$ cat config.mk
export PLATFORM = sky130hd
export DESIGN_NAME = cei_datapath
export DESIGN_NICKNAME = d
export VERILOG_FILES = /design/src/hw/rtl/cei_pkg.sv /design/src/hw/rtl/cei_datapath.sv
export SDC_FILE = /design/constraint.sdc
export NUM_CORES = 2
export LEC_CHECK = 0
export BUFFER_PORTS_ARGS = -buffer_cell sky130_fd_sc_hd__buf_2
export CORE_UTILIZATION = 60
export CTS_BUF_LIST = sky130_fd_sc_hd__clkbuf_2
export DETAILED_ROUTE_END_ITERATION = 7
export PLACE_DENSITY = 0.82
export SYNTH_ARGS = -nofsm -noshare
export SYNTH_HDL_FRONTEND = slang
export SYNTH_SLANG_ARGS = --single-unit
$ cat constraint.sdc
create_clock -name aclk -period 7.81 [get_ports aclk]
set_input_delay 0.3905 -clock aclk [delete_from_list [all_inputs] [get_ports aclk]]
set_output_delay 0.3905 -clock aclk [all_outputs]
set_load 0.05 [all_outputs]
$ cat src/hw/rtl/cei_pkg.sv
// cei_pkg: shared types and constants for the charge energy integrator.
// No dependencies.
package cei_pkg;

    localparam int SUM_BITS = 128;
    localparam int CNT_BITS = $clog2(SUM_BITS + 1);

    localparam logic [31:0] HALF_WORD    = 32'h8000_0000;
    localparam logic [31:0] MAX_POS      = 32'h7FFF_FFFF;
    localparam logic [7:0]  FLOOR_RST    = 8'd5;
    localparam logic [9:0]  SCALE_RST    = 10'd1000;
    localparam logic [31:0] DIVISOR_RST  = 32'd3600000000;

    localparam logic [1:0] REG_FLOOR   = 2'd0;
    localparam logic [1:0] REG_SCALE   = 2'd1;
    localparam logic [1:0] REG_DIVISOR = 2'd2;

    typedef enum logic [1:0] {
        EV_NONE  = 2'd0,
        EV_START = 2'd1,
        EV_REC   = 2'd2,
        EV_END   = 2'd3
    } event_t;

    typedef enum logic [2:0] {
        ST_IDLE,
        ST_MUL,
        ST_DIV,
        ST_OUT
    } state_t;

    // controller -> datapath
    typedef struct packed {
        logic load;      // capture sample, decode
        logic mul_start; // product = I*V, then iterate ticks
        logic mul_step;
        logic div_start;
        logic div_step;
        logic commit;    // update sum / last sample, build result
        logic send;      // result accepted downstream
    } dp_cmd_t;

    // datapath -> controller
    typedef struct packed {
        logic   active;  // previous sample has both nonzero
        logic   ended;   // previous sample both zero
        logic   charging;
        logic   step_done;
    } dp_stat_t;

endpackage

$ cat src/hw/rtl/cei_datapath.sv
// cei_datapath: sample decode, bit-serial multiply, restoring divide, state.
// Depends on cei_pkg.
module cei_datapath (
    input  logic                  aclk,
    input  logic                  aresetn,
    input  cei_pkg::dp_cmd_t      cmd,
    output cei_pkg::dp_stat_t     stat,
    input  logic [31:0]           raw_current,
    input  logic [15:0]           raw_voltage,
    input  logic [31:0]           sample_time,
    input  logic [7:0]            current_floor,
    input  logic [9:0]            voltage_scale,
    input  logic [31:0]           energy_divisor,
    input  cei_pkg::event_t       ev,
    output logic [1:0]            event_res,
    output logic [63:0]           interval_energy,
    output logic [63:0]           energy_wh,
    output logic                  saturated
);
    localparam int SB = cei_pkg::SUM_BITS;
    localparam int CB = cei_pkg::CNT_BITS;

    logic [30:0] last_cur_reg;
    logic [25:0] last_volt_reg;
    logic [31:0] last_time_reg;
    logic        charging_reg;
    logic [SB-1:0] sum_reg;

    logic [30:0] new_cur_reg;
    logic [25:0] new_volt_reg;
    logic [31:0] new_time_reg;
    logic [31:0] ticks_reg;
    logic [31:0] div_reg;

    logic [SB-1:0] prod_reg;   // I*V shifted operand
    logic [SB-1:0] acc_reg;    // product accumulator
    logic [SB-1:0] quo_reg;
    logic [32:0]   rem_reg;
    logic [SB-1:0] dividend_reg;
    logic [CB-1:0] cnt_reg;

    logic [31:0] cur_fold;
    logic [31:0] cur_dec;
    logic [25:0] volt_dec;
    logic [SB-1:0] sum_new;
    logic [32:0] rem_sh;

    always_comb begin
        cur_fold = (raw_current > cei_pkg::MAX_POS) ? raw_current - cei_pkg::HALF_WORD
                                                    : cei_pkg::MAX_POS - raw_current;
        cur_dec  = (cur_fold < {24'd0, current_floor}) ? 32'd0 : cur_fold;
        volt_dec = 26'({10'd0, raw_voltage} * {16'd0, voltage_scale});
        sum_new  = sum_reg + acc_reg;
        rem_sh   = {rem_reg[31:0], dividend_reg[SB-1]};
    end

    always_ff @(posedge aclk) begin
        if (!aresetn) begin
            last_cur_reg  <= '0;
            last_volt_reg <= '0;
            last_time_reg <= '0;
            charging_reg  <= 1'b0;
            sum_reg       <= '0;
            cnt_reg       <= '0;
        end else begin
            if (cmd.load) begin
                new_cur_reg  <= cur_dec[30:0];
                new_volt_reg <= volt_dec;
                new_time_reg <= sample_time;
                ticks_reg    <= sample_time - last_time_reg;
                div_reg      <= (energy_divisor == '0) ? 32'd1 : energy_divisor;
                acc_reg      <= '0;
            end
            if (cmd.mul_start) begin
                prod_reg <= SB'({31'd0, last_cur_reg} * {36'd0, last_volt_reg});
                cnt_reg  <= CB'(32);
            end else if (cmd.mul_step) begin
                if (ticks_reg[0]) acc_reg <= acc_reg + prod_reg;
                prod_reg  <= prod_reg << 1;
                ticks_reg <= ticks_reg >> 1;
                cnt_reg   <= cnt_reg - 1'b1;
            end
            if (cmd.div_start) begin
                dividend_reg <= (ev == cei_pkg::EV_REC) ? sum_new : sum_reg;
                rem_reg      <= '0;
                quo_reg      <= '0;
                cnt_reg      <= CB'(SB);
            end else if (cmd.div_step) begin
                if (rem_sh >= {1'b0, div_reg}) begin
                    rem_reg <= rem_sh - {1'b0, div_reg};
                    quo_reg <= {quo_reg[SB-2:0], 1'b1};
                end else begin
                    rem_reg <= rem_sh;
                    quo_reg <= {quo_reg[SB-2:0], 1'b0};
                end
                dividend_reg <= dividend_reg << 1;
                cnt_reg      <= cnt_reg - 1'b1;
            end
            if (cmd.commit) begin
                case (ev)
                    cei_pkg::EV_START: begin
                        charging_reg <= 1'b1;
                        sum_reg      <= '0;
                    end
                    cei_pkg::EV_END:   charging_reg <= 1'b0;
                    cei_pkg::EV_REC:   sum_reg <= sum_new;
                    default: ;
                endcase
                last_cur_reg  <= new_cur_reg;
                last_volt_reg <= new_volt_reg;
                last_time_reg <= new_time_reg;
            end
        end
    end

    // output register, held until the word is taken
    logic sat_ie, sat_wh;
    always_comb begin
        sat_ie = |acc_reg[SB-1:64];
        sat_wh = |quo_reg[SB-1:64];
    end

    always_ff @(posedge aclk) begin
        if (cmd.commit) begin
            event_res       <= ev;
            interval_energy <= '0;
            energy_wh       <= '0;
            saturated       <= 1'b0;
            if (ev == cei_pkg::EV_REC) begin
                interval_energy <= sat_ie ? '1 : acc_reg[63:0];
                energy_wh       <= sat_wh ? '1 : quo_reg[63:0];
                saturated       <= sat_ie | sat_wh;
            end else if (ev == cei_pkg::EV_END) begin
                energy_wh <= sat_wh ? '1 : quo_reg[63:0];
                saturated <= sat_wh;
            end
        end
    end

    always_comb begin
        stat.active    = (last_cur_reg != '0) && (last_volt_reg != '0);
        stat.ended     = (last_cur_reg == '0) && (last_volt_reg == '0);
        stat.charging  = charging_reg;
        stat.step_done = (cnt_reg == CB'(1));
    end

endmodule

* Word level (Yosys, flattened, before mapping)
Cells that the tools add are included.
Storage, ports and cells: register bits 1054, bits of input ports 141, output and inout port bits 135, word-level logic and storage cells 90
Cells by class: add/sub/neg operators 7, multipliers 2, magnitude comparators 3, eq/ne operators 4, mux-type cells 29, bitwise gates (word level) 2, reductions and logical operators 21
Operator list (number):
- $mux 128 | 9
- $add 128x128->128 | 2
- $mux 64 | 4
- $pmux 128 s2 | 1
- $mux 32 | 6
- $reduce_or 64->1 | 2
- $sub 32x32->32 | 2
- $mul 31x26->57 | 1
- $mux 57 | 1
- $ge 33x32->1 | 1
- $gt 32x31->1 const B | 1
- $logic_not 32->1 | 1
- $lt 32x8->1 | 1
- $mux 8 | 4
- $sub 31x32->32 const A | 1
- $sub 32x32->32 const B | 1
- $logic_not 31->1 | 1
- $reduce_bool 31->1 | 1
- $logic_not 26->1 | 1
- $mul 16x10->26 | 1
- $reduce_bool 26->1 | 1
- $reduce_and 2->1 | 5
- $eq 8x1->1 const B | 1
- $reduce_bool 2->1 | 4
- 11 further kinds | 15

* Depth between registers and ports, before layout
word-level depth 5, depth in mapped cells 31, depth with buffers taken out 28

* Least setup slack after synthesis
OpenSTA, ideal clock, no wires.
path type input-to-reg, from in cmd[3] (netlist bit), to reg dividend_reg[0] (enable), library setup time 0.676 ns, arrival 7.617 ns, data required time 7.134 ns, path slack -0.484 ns, stages 4, buffers on the path 3, cells stage by stage clkbuf_1 -> buf_1 -> clkbuf_1 -> o21a_1
Between the ends: cells in the longest elaborated chain, start to end 2
Ends and longest elaborated chain:
- start: declaration | RTL line cei_datapath.sv:6 | input cei_pkg::dp_cmd_t cmd,
- $reduce_bool 2->1 (no line)
- $reduce_and 2->1 (no line)
- end signal: assignment | RTL line cei_datapath.sv:84 | dividend_reg <= (ev == cei_pkg::EV_REC) ? sum_new : sum_reg;
- end signal: assignment | RTL line cei_datapath.sv:96 | dividend_reg <= dividend_reg << 1;
- end: declaration | RTL line cei_datapath.sv:39 | logic [SB-1:0] dividend_reg;
Every way passes these cells. A chain may end at the register's enable or synchronous reset.

* Worst setup path in the final report
from reg last_volt_reg[7], to reg prod_reg[55], data pin
Between the ends: cells in the longest elaborated chain, start to end 2
Ends and longest elaborated chain:
- start: declaration | RTL line cei_datapath.sv:24 | logic [25:0] last_volt_reg;
- start signal: assignment | RTL line cei_datapath.sv:110 | last_volt_reg <= new_volt_reg;
- $mul 31x26->57 | RTL line cei_datapath.sv:75 | prod_reg <= SB'({31'd0, last_cur_reg} * {36'd0, last_volt_reg});
- $mux 57 | RTL line cei_datapath.sv:74 | if (cmd.mul_start) begin
- end signal: assignment | RTL line cei_datapath.sv:75
- end signal: assignment | RTL line cei_datapath.sv:79 | prod_reg <= prod_reg << 1;
- end: declaration | RTL line cei_datapath.sv:35 | logic [SB-1:0] prod_reg;
Every way passes these cells.

==> reports/qor.yml <==
timing:
  hold_viol: 0
  hold_ws_ns: 0.2418
  slew_headroom_pct: 14.56
  finalMaxSlewViolations: 0
  fmax_ghz: 0.1283
  min_period_over_period_pct: 99.80
  fin_skew_ns: 0.2025
  setup_violations: 0
  tightest_slew_ns: 1.282
  grt_setup_unrepaired: "true"
  post-route-min-period_ns: 7.795
clocking:
  cts.clk_slew.worst_paths_ns: 0.09
  clkSinkCount: 1054
  cts_buffer_depth: 4
  h-tree-depth: 5
  clk-insertion-delay-late_ns: 1.85
  numCtsBuffers: 306
  cts-root-buf: "clkbuf_2"
  cts_tree: "done"
setup_path:
  critPathCaptureType: "flop"
  max_stage_delay_ns: 0.55
  arrival_ns: 9.20
  worst-path-max-fanout: 8
  crit_path_frequent_cell: "fa_1"
  required_ns: 9.22
  crit_type: "flop to flop"
  slowest_stage: "fa_1"
  reg2regPathDepth: 28
  start_kind: "flop"
  path_depth: 28
  crit_family: "adder cells"
  crit_buf_inv: 7
floorplan:
  fp-row-count: 144
  fp.dieW_um: 395.7
  io_pins: 276
  dieArea_um2: 156600
  start_util_pct: 60.37
  die_h_um: 395.7
  core_um2: 154000
placed_design:
  gp_congestion: 1.002
  port_buffers: 274
  dpl_cell_area_um2: 96060
  dp_hpwl_um: 194400
run:
  maxCapViolations: 0
yosys:
  yosys.area_share.simple_pct: 16.44
  synth_top_flop_cell: "edfxtp_1"
  synth-seq-cells: 1054
  ys_warn_count: 0
  synth_fa_ha_area_share_pct: 25.28
  synth-xor-area-share_pct: 3.823
  syn_nets: 11332
  syn_avg_cell_area_um2: 9.493
  synth.area.top_cells: "edfxtp_1 (27%), fa_1 (17%), ha_1 (7.9%)"
  synth_top_family_by_area: "adder cells"
  yosys-top-cells-count: "nand2_1 (1,118), inv_1 (1,039), edfxtp_1 (828)"
  yosysTopAreaCell: "edfxtp_1"
  synth_edf_count: 828
  yosysSeqAreaShare_pct: 31.60
  synth_area_um2: 93000
  ys_async_sr_fraction_pct: 0
  syn_inst: 9797
  synth_most_common_cell: "nand2_1"
  synthMuxAreaShare_pct: 2.919
  synth_top_area_share_pct: 26.73
  synth_compound_area_share_pct: 13.10
  yosys.cell_types.count: 107
pwr:
  power_density_nw_per_um2: 216.6
  ir_drop_uv: 282.3
  power.leakage_nw: 46.23
finish:
  nNetsFinal: 11897
  area_growth_pct: 11.28
  postLayoutCellArea_um2: 103500
  drive_above_1_share_pct: 11.02
route:
  drtIter0Drc: 7678
  avgViaCountPerCell: 6.128
  drt_pass1_iterations: 8
  vias: 77509
  drtAntennaViolNets: 0
  finalWirelength_um: 284200
  drcViolationCount: 0
  wl_per_cell_um: 22.46
global_routing:
  grt_pass1_wl_um: 443400
  grt_use_total_pct: 36.29
  grt_max_degree: 172
  antenna_found_initial: 15
  grt_pass1_vias: 78325
  overflow: 0
min_path:
  worst_hold_path.num_cells: 9
  min_path_type: "input pin to flop"
run_status:
  status: "finished clean"
## worst min-delay path, delay by kind of cell
kind	cells	cell delay, ns
adders and majority gates	6	0.77
xor gates and xnor gates	1	0.14
buffers and inverters	1	0.30
and+or+nand+nor	1	0.18
## stage by stage
stage | setup TNS [ns] | instances | worst slack, ns | power [mW] | util [%]
after floorplan | 0 | 9797 | 0.2356 | 14.16 | -
after global placement | -0.1283 | 11681 | -0.06349 | 16.78 | 62.36
after detailed placement | -1.012 | 11681 | -0.2757 | 17.11 | 62.36
after CTS | 0 | 12619 | 0.003221 | 21.89 | 66.90
after global routing | -0.6744 | 12642 | -0.1798 | 23.77 | 67.17
final | 0 | 12649 | 0.01542 | 22.41 | 67.18
## where the power goes
part	leakage [nW]	switching (mW)	internal (mW)
clock network	2.08	2.68	1.67
registers	10.0	0.574	6.85
logic	34.1	6.28	4.36
## per-layer routing
layer,vias up,share of wire (%),track usage (%)
li1,34398,-,-
met1,37839,40,48.17
met2,4266,45,56.03
met3,1000,9.7,8.080
met4,6,5.5,18.28
met5,-,0.012,0
## logic make-up after synthesis
group / count (synthesis)
XOR/XNOR: 406
multiplexers: 264
AO/OA/AOI/OAI: 1937
flip-flops: 1054
AND/OR/NAND/NOR: 3093
adder cells (fa/ha/maj): 1394
buffers and inverters: 1649
## what timing repair did
item                        CTS  global route
hold endpoints to repair   1678             0
setup endpoints to repair     7            13
hold buffers                401             0
setup buffers                 4            11
cloned                        0             1
gates resized for setup      51            78
pin swaps                    14            48
## path summary, 6_finish.rpt
| kind | startpoint | to | slack [ns] |
|---|---|---|---|
| worst min-delay path | voltage_scale[8] | new_volt_reg[23] | 0.24 |
| worst min register to register | new_volt_reg[15] | last_volt_reg[15] | 0.45 |
| worst max register to register | last_volt_reg[7] | prod_reg[55] | 0.02 |
| worst max-delay path | last_volt_reg[7] | prod_reg[55] | 0.02 |
## cell type report
| class | count | area [µm²] |
|---|---|---|
| Sequential cell | 1054 | 29470 |
| Clock inverter | 96 | 515.5 |
| Multi-Input combinational cell | 7094 | 57580 |
| Tap cell | 2044 | 2557 |
| Clock buffer | 437 | 2187 |
| Timing Repair Buffer | 865 | 7224 |
| Inverter | 1041 | 3910 |
| Fill cell | 11534 | 50560 |
| Antenna cell | 18 | 45.04 |
## placed cells by master (no fill, tap or decap), drive strengths merged, types with 35 or more instances in the layout
cell         instances
nand2             1119
inv               1046
edfxtp             828
fa                 808
a21oi              611
ha                 586
and2               527
o21ai              472
buf                469
nor2               457
clkbuf             438
dlygate4sd3        395
nor2b              332
a21o               288
xnor2              272
dfxtp              226
mux2i              206
nand3              191
nand4              165
xor2               134
o21bai              99
a31oi               87
clkinv              85
nor4                83
nor3                67
a21boi              64
mux2                58
a22o                52
o21a                48
nand2b              39
a211oi              35
No activity file was read; power rests on OpenSTA's default activity.
