<file path="src/hw/rtl/cei_pkg.sv">
// cei_pkg: shared types and constants for the charge energy integrator.
// No dependencies.
package cei_pkg;

    localparam int SUM_BITS = 128;
    localparam int CNT_BITS = $clog2(SUM_BITS + 1);

    localparam logic [31:0] HALF_WORD    = 32'h8000_0000;
    localparam logic [31:0] MAX_POS      = 32'h7FFF_FFFF;
    localparam logic [7:0]  FLOOR_RST    = 8'd5;
    localparam logic [9:0]  SCALE_RST    = 10'd1000;
    localparam logic [31:0] DIVISOR_RST  = 32'd3600000000;

    localparam logic [1:0] REG_FLOOR   = 2'd0;
    localparam logic [1:0] REG_SCALE   = 2'd1;
    localparam logic [1:0] REG_DIVISOR = 2'd2;

    typedef enum logic [1:0] {
        EV_NONE  = 2'd0,
        EV_START = 2'd1,
        EV_REC   = 2'd2,
        EV_END   = 2'd3
    } event_t;

    typedef enum logic [2:0] {
        ST_IDLE,
        ST_MUL,
        ST_DIV,
        ST_OUT
    } state_t;

    // controller -> datapath
    typedef struct packed {
        logic load;      // capture sample, decode
        logic mul_start; // product = I*V, then iterate ticks
        logic mul_step;
        logic div_start;
        logic div_step;
        logic commit;    // update sum / last sample, build result
        logic send;      // result accepted downstream
    } dp_cmd_t;

    // datapath -> controller
    typedef struct packed {
        logic   active;  // previous sample has both nonzero
        logic   ended;   // previous sample both zero
        logic   charging;
        logic   step_done;
    } dp_stat_t;

endpackage

</file>
<file path="src/hw/rtl/cei_ctrl.sv">
// cei_ctrl: sequencer for one sample: load, multiply and divide as the event needs, present.
// Depends on cei_pkg.
module cei_ctrl (
    input  logic                   aclk,
    input  logic                   aresetn,
    input  logic                   s_tvalid,
    output logic                   s_tready,
    output logic                   m_tvalid,
    input  logic                   m_tready,
    input  cei_pkg::dp_stat_t      stat,
    output cei_pkg::dp_cmd_t       cmd,
    output cei_pkg::event_t        ev
);
    cei_pkg::state_t state_reg, state_next;
    cei_pkg::event_t ev_reg, ev_next;
    logic            out_valid_reg, out_valid_next;

    logic accept;
    assign accept = s_tvalid && s_tready;

    // decision on the previous sample, taken when a new word arrives
    cei_pkg::event_t ev_decide;
    always_comb begin
        ev_decide = cei_pkg::EV_NONE;
        if (stat.ended && stat.charging)        ev_decide = cei_pkg::EV_END;
        else if (stat.active && !stat.charging) ev_decide = cei_pkg::EV_START;
        else if (stat.active)                   ev_decide = cei_pkg::EV_REC;
    end

    logic in_mul_reg, in_div_reg;

    always_comb begin
        state_next = state_reg;
        ev_next    = ev_reg;
        case (state_reg)
            cei_pkg::ST_IDLE: if (accept) begin
                ev_next = ev_decide;
                case (ev_decide)
                    cei_pkg::EV_REC: state_next = cei_pkg::ST_MUL;
                    cei_pkg::EV_END: state_next = cei_pkg::ST_DIV;
                    default:         state_next = cei_pkg::ST_OUT;
                endcase
            end
            cei_pkg::ST_MUL: if (stat.step_done) state_next = cei_pkg::ST_DIV;
            cei_pkg::ST_DIV: if (stat.step_done && in_div_reg) state_next = cei_pkg::ST_OUT;
            cei_pkg::ST_OUT: state_next = cei_pkg::ST_IDLE;
            default:         state_next = cei_pkg::ST_IDLE;
        endcase
    end

    always_comb begin
        cmd           = '0;
        s_tready      = (state_reg == cei_pkg::ST_IDLE) && !out_valid_reg;
        cmd.load      = accept;
        cmd.mul_start = accept && (ev_decide == cei_pkg::EV_REC);
        cmd.mul_step  = (state_reg == cei_pkg::ST_MUL) && in_mul_reg;
        // first divide cycle: event and product sum are settled by now
        cmd.div_start = (state_reg == cei_pkg::ST_DIV) && !in_div_reg;
        cmd.div_step  = (state_reg == cei_pkg::ST_DIV) && in_div_reg;
        cmd.commit    = (state_reg == cei_pkg::ST_OUT);
        cmd.send      = m_tvalid && m_tready;
        ev            = ev_reg;
        m_tvalid      = out_valid_reg;
        out_valid_next = out_valid_reg;
        if (cmd.send)   out_valid_next = 1'b0;
        if (cmd.commit) out_valid_next = 1'b1;
    end

    always_ff @(posedge aclk) begin
        if (!aresetn) begin
            state_reg     <= cei_pkg::ST_IDLE;
            ev_reg        <= cei_pkg::EV_NONE;
            out_valid_reg <= 1'b0;
            in_mul_reg    <= 1'b0;
            in_div_reg    <= 1'b0;
        end else begin
            state_reg     <= state_next;
            ev_reg        <= ev_next;
            out_valid_reg <= out_valid_next;
            in_mul_reg    <= cmd.mul_start || (cmd.mul_step && !stat.step_done);
            in_div_reg    <= cmd.div_start || (cmd.div_step && !stat.step_done);
        end
    end

    a_no_accept_busy: assert property (@(posedge aclk) disable iff (!aresetn)
        (state_reg != cei_pkg::ST_IDLE) |-> !s_tready)
        else $error("input accepted while busy");
    a_commit_sets_valid: assert property (@(posedge aclk) disable iff (!aresetn)
        cmd.commit |=> m_tvalid)
        else $error("result not presented after commit");
    a_no_overwrite: assert property (@(posedge aclk) disable iff (!aresetn)
        cmd.commit |-> !out_valid_reg)
        else $error("result overwritten");
    a_div_follows_mul: assert property (@(posedge aclk) disable iff (!aresetn)
        (state_reg == cei_pkg::ST_MUL && stat.step_done) |=> state_reg == cei_pkg::ST_DIV)
        else $error("divide did not follow multiply");

endmodule

</file>
<file path="config.mk">
export PLATFORM = sky130hd
export DESIGN_NAME = cei_ctrl
export DESIGN_NICKNAME = d
export VERILOG_FILES = /design/src/hw/rtl/cei_pkg.sv /design/src/hw/rtl/cei_ctrl.sv
export SDC_FILE = /design/constraint.sdc
export NUM_CORES = 1
export LEC_CHECK = 0
export ABC_AREA = 1
export BUFFER_PORTS_ARGS = -buffer_cell sky130_fd_sc_hd__buf_2
export CAP_MARGIN = 25
export CORE_AREA = 2 2 39 41
export DETAILED_ROUTE_END_ITERATION = 12
export DIE_AREA = 0 0 41 43
export GPL_TIMING_DRIVEN = 0
export HOLD_SLACK_MARGIN = 0.1
export RECOVER_POWER = 25
export SKIP_CTS_REPAIR_TIMING = 1
export SYNTH_ARGS = -nofsm -noshare
export SYNTH_HDL_FRONTEND = slang
export SYNTH_SLANG_ARGS = --single-unit
</file>
<file path="constraint.sdc">
create_clock -name aclk -period 2.17 [get_ports aclk]
set_input_delay 0.217 -clock aclk [delete_from_list [all_inputs] [get_ports aclk]]
set_output_delay 0.217 -clock aclk [all_outputs]
set_load 0.05 [all_outputs]
</file>
Word-level counts from Yosys, hierarchy flattened
Index checks and enable logic that the tools add are counted.

Register bits after elaboration: 8. Bits of input ports: 8. Output and inout port bits: 11. Word-level logic and storage cells: 45.

Equality and inequality tests: 8. Multiplexer cells: 10. Reduce and logical (&&, ||, !) cells: 22.

Operators with widths (count): logical AND 1 bit (12); 2-to-1 mux 3 bit (3); one-hot mux 3 bit (3 select lines) (1); == test 3 x 2 -> 1 bit (second input constant) (2); 2-to-1 mux 2 bit (3); inequality test 2 bit (second input constant) (3); == test 2 bit (second input constant) (2); zero test 1 bit (4); one-hot mux 2 bit (2 select lines) (1); == test 3 x 1 -> 1 bit (second input constant) (1); zero test 3 bit (1); AND reduction 3 bit (1); logical OR 1 bit (2); 2-to-1 mux 1 bit (2); AND reduction 2 bit (1); nonzero test 2 bit (1).

Depth between registers and ports, before layout
Word-level depth: 8. Gate-level depth with buffers: 8. Gate-level depth less buffers: 8.

Least setup slack after synthesis
OpenSTA, ideal clock, no wires.

Path type: register -> output. From: register state_reg[1]. To: output cmd[5] (netlist bit). Arrival time: 1.385 ns. Required time: 1.953 ns. Setup slack: 0.568 ns. Stages on the path, launching flop included: 7. Buffers on the path: 0. Cells stage by stage: dfxtp_1 inv_1 ha_1 inv_2 nor2_4 nand2_4 nor2_4.

RTL lines: from (decl) (line cei_ctrl.sv:14) `cei_pkg::state_t state_reg, state_next;`; from (signal assigned) (line cei_ctrl.sv:71) `state_reg <= cei_pkg::ST_IDLE;`; from (signal assigned) (line cei_ctrl.sv:77) `state_reg <= state_next;`; to (decl) (line cei_ctrl.sv:11) `output cei_pkg::dp_cmd_t cmd,`.

Worst setup path in the final report
From: register state_reg[0]. To: output cmd[6] (netlist bit).

Longest elaborated chain between the ends: 3.

Ends and longest elaborated chain: zero test 3 bit (line cei_ctrl.sv:53) `s_tready = (state_reg == cei_pkg::ST_IDLE) && !out_valid_reg;`; logical AND 1 bit (line cei_ctrl.sv:53); logical AND 1 bit (line cei_ctrl.sv:19) `assign accept = s_tvalid && s_tready;`.

No other way between the ends.

==> out/qor.txt <==
PWR
--------------------------------------------------------------------------------
Sequential power share                                                     0.224
Portion of total power attributed to the clock network                     0.133
Pwr Total                                                               925.4 uW
Power density relative to cell area                                 1479 nW/um^2
Maximum vdd drop                                                       0.4565 mV
Switching part of the total power                                         0.5567
Cell internal power dissipation                                         410.3 uW
Static leakage                                                         0.3708 nW
Switching Power                                                         515.1 uW
Combinational share of power                                               0.643

CLOCKING
--------------------------------------------------------------------------------
Number of sinks on the clock net                                               7
Clk Tree Root Cell                                                  sky130_fd_sc_hd__clkbuf_4
Maximum level of the CTS H-tree                                                1
Clk_lat worst skew                                                       0.26 ns
Clock slew at reported path FFs                                          0.06 ns
Clock tree from TritonCTS                                                   done
Maximum root-to-sink buffer count                                              2
CTS Buf Count                                                                  3

CELLS AND AREA
--------------------------------------------------------------------------------
Fraction of the core area covered by cells at the end of the flow         0.4521
N_diodes                                                                       0
Number of fillers in the final layout                                        149
Final cell count without fillers                                             111
Fraction of layout instances using a drive strength above 1               0.3263
Post-synthesis to final-layout area growth                                27.55%
Final #Nets                                                                  109

STA
--------------------------------------------------------------------------------
Clock Skews                                                          0.008912 ns
Slew @ Worst Pin                                                       0.5883 ns
Setup repair after global routing missed its margin                           no
Number of endpoints with negative hold slack in the final report               0
Worst hold slack                                                       0.2084 ns
Final-report max-slew violation count                                          0
Worst slew margin relative to its limit                                   0.6095
Achievable Freq                                                       0.5269 GHz
Setup TNS                                                                   0 ns
Final cycle utilization of the critical path                              0.8746
Final-report setup violation count                                             0
Time the final worst path needs with I/O delays and setup               1.898 ns

DIE
--------------------------------------------------------------------------------
Die Footprint                                                          1763 um^2
DIE HEIGHT                                                                 43 um
Effective utilization at floorplan                                        0.3544
Row Count                                                                     14
Core region area                                                       1384 um^2
I/O pin count                                                                 19
Die W                                                                      41 um

MIN PATH
--------------------------------------------------------------------------------
Worst hold-check path type                                                in2reg

GLOBAL ROUTE
--------------------------------------------------------------------------------
First-pass GRT wire length                                              1.518 mm
Overflow after GRT                                                             0
Initial antenna violation count                                                0
Largest net degree at the start of global routing                              7
Number of global-route vias before repair                                    411
Aggregate global-route resource usage                                     0.1387

ROUTING
--------------------------------------------------------------------------------
Starting DRT DRC Count                                                         8
Number of vias after detailed routing                                        478
Routed WL                                                                 964 um
Vias per cell                                                              4.306
Remaining DRCs                                                                 0
Detailed-router iteration count before antenna repair                          3
Routed length per instance                                              8.685 um
Antenna Nets Post-Route                                                        0

LOGIC SYNTHESIS
--------------------------------------------------------------------------------
Library cell with the largest summed area after synthesis           sky130_fd_sc_hd__dfxtp_1
Number of library cell types mapped by synthesis                              16
Dominant synthesized flop cell                                      sky130_fd_sc_hd__dfxtp_1
Ranking of synthesized cells by instance count                      18 x sky130_fd_sc_hd__nand2_1, 13 x sky130_fd_sc_hd__inv_1, 10 x sky130_fd_sc_hd__nor2_1
Flops & latches, synth                                                         7
Count of synthesis-stage warnings from yosys                                   0
Syn Nets                                                                      86
Most instantiated library cell after synthesis                      sky130_fd_sc_hd__nand2_1
Avg Cell Area, Syn                                                    6.719 um^2
Count of flip-flops with a built-in enable after synthesis                     0
Portion of the post-synthesis area used by sequential elements            0.2857
Post-Syn Area                                                         490.5 um^2
Mapped Cells                                                                  73
Share of the synthesized area in the top cell type                        0.2857
Biggest area contributors in the synthesized netlist                sky130_fd_sc_hd__dfxtp_1 29%, sky130_fd_sc_hd__nand2_1 14%, sky130_fd_sc_hd__ha_1 13%
Asr flop ratio synth                                                           0

WORST SETUP PATH
--------------------------------------------------------------------------------
WP data arrival                                                          1.68 ns
Element type at the critical path end                                 output pin
Kind of launch point of the worst setup path                           flip-flop
Type of the setup path with the least slack                              reg2out
CP Max Fanout                                                                  6
Required @ worst endpoint                                                1.95 ns

PLACEMENT
--------------------------------------------------------------------------------
Routability-driven placement congestion ratio                             0.7359
Post-placement cell count                                                    107
Number of buffer cells added on primary ports                                 18
DP HPWL                                                                 788.1 um

FLOW RUN
--------------------------------------------------------------------------------
Maxcap violations                                                              0

STATUS
--------------------------------------------------------------------------------
Result of the run                                                   finished, final reports clean

-- cell type report --
| class | instances | area, um^2 | share of cell area |
|---|---|---|---|
| multi-input combinational | 48 | 274.0 | 0.4380 |
| sequential | 7 | 140.1 | 0.2240 |
| timing repair buffer | 18 | 87.58 | 0.1400 |
| inverter | 16 | 61.31 | 0.09800 |
| clock buffer | 3 | 22.52 | 0.03600 |
| tap | 16 | 20.02 | 0.03200 |
| buffer | 2 | 15.01 | 0.02400 |
| clock inverter | 1 | 5.005 | 0.008000 |
-- routing by layer --
metal / vias to the layer above / wire length, um / track usage
met2: 11 / 443 / 0.2063
met5: - / 0 / 0
met1: 201 / 433 / 0.1355
met3: 4 / 55 / 0.07853
li1: 262 / - / -
met4: 0 / 31 / 0.1000
-- worst max-delay path: stages (launching register included) --
cell and delay [ns]:
sky130_fd_sc_hd__dfxtp_1 0.44, sky130_fd_sc_hd__inv_1 0.10, sky130_fd_sc_hd__ha_1 0.24, sky130_fd_sc_hd__inv_2 0.10, sky130_fd_sc_hd__nor2_4 0.04, sky130_fd_sc_hd__nand2_4 0.09
sky130_fd_sc_hd__clkinv_2 0.07, sky130_fd_sc_hd__buf_4 0.12, sky130_fd_sc_hd__buf_2 0.20
-- power groups by stage --
stage / clock network [mW] / registers (mW) / logic, mW
floorplan: 0 / 0.234 / 0.468
global placement: 0 / 0.208 / 0.597
detailed placement: 0 / 0.212 / 0.603
CTS: 0.130 / 0.209 / 0.604
global route: 0.135 / 0.217 / 0.659
finish: 0.123 / 0.207 / 0.595
-- cell families (layout without fill, tap and decap cells) --
logic type / after synthesis / in the layout / share of synthesized area
flops: 7 / 7 / 0.2857
buf+inv: 18 / 40 / 0.1556
fa+ha+maj: 5 / 5 / 0.1276
simple gates: 34 / 34 / 0.3240
compound gates: 9 / 9 / 0.1071
-- worst paths after layout --
| check | slack, ns | cells after the start | endpoint | startpoint |
|---|---|---|---|---|
| setup / recovery | 0.27 | 8 | cmd[6] | state_reg[0] |
| hold / removal | 0.21 | 3 | state_reg[0] | aresetn |
| setup reg to reg | 0.83 | 8 | in_mul_reg | state_reg[0] |
| hold reg to reg | 0.47 | 2 | ev[1] | ev[1] |
-- layout by cell type, fill, tap and decap left out --
cell type	synthesis	routed
sky130_fd_sc_hd__a21oi_1	5	5
sky130_fd_sc_hd__a21oi_2	2	2
sky130_fd_sc_hd__buf_2	0	16
sky130_fd_sc_hd__buf_4	2	2
sky130_fd_sc_hd__clkbuf_1	0	2
sky130_fd_sc_hd__clkbuf_4	0	3
sky130_fd_sc_hd__clkinv_2	1	2
sky130_fd_sc_hd__dfxtp_1	7	7
sky130_fd_sc_hd__ha_1	5	5
sky130_fd_sc_hd__inv_1	13	13
sky130_fd_sc_hd__inv_2	2	2
sky130_fd_sc_hd__nand2_1	18	18
sky130_fd_sc_hd__nand2_4	1	1
sky130_fd_sc_hd__nand3_1	2	2
sky130_fd_sc_hd__nand3_2	1	1
sky130_fd_sc_hd__nor2_1	10	10
sky130_fd_sc_hd__nor2_4	2	2
sky130_fd_sc_hd__o21ai_0	1	1
sky130_fd_sc_hd__o21ai_1	1	1
-- metrics by stage --
| step | worst slack, ns | cell area, um^2 |
|---|---|---|
| finish | 0.2721 | 625.6 |
| global route | 0.1650 | 625.6 |
| CTS | 0.2478 | 628.1 |
| detailed placement | 0.5428 | 600.6 |
| global placement | 0.5817 | 600.6 |
| floorplan | 0.5683 | 490.5 |
No activity file was read; power rests on OpenSTA's default activity.
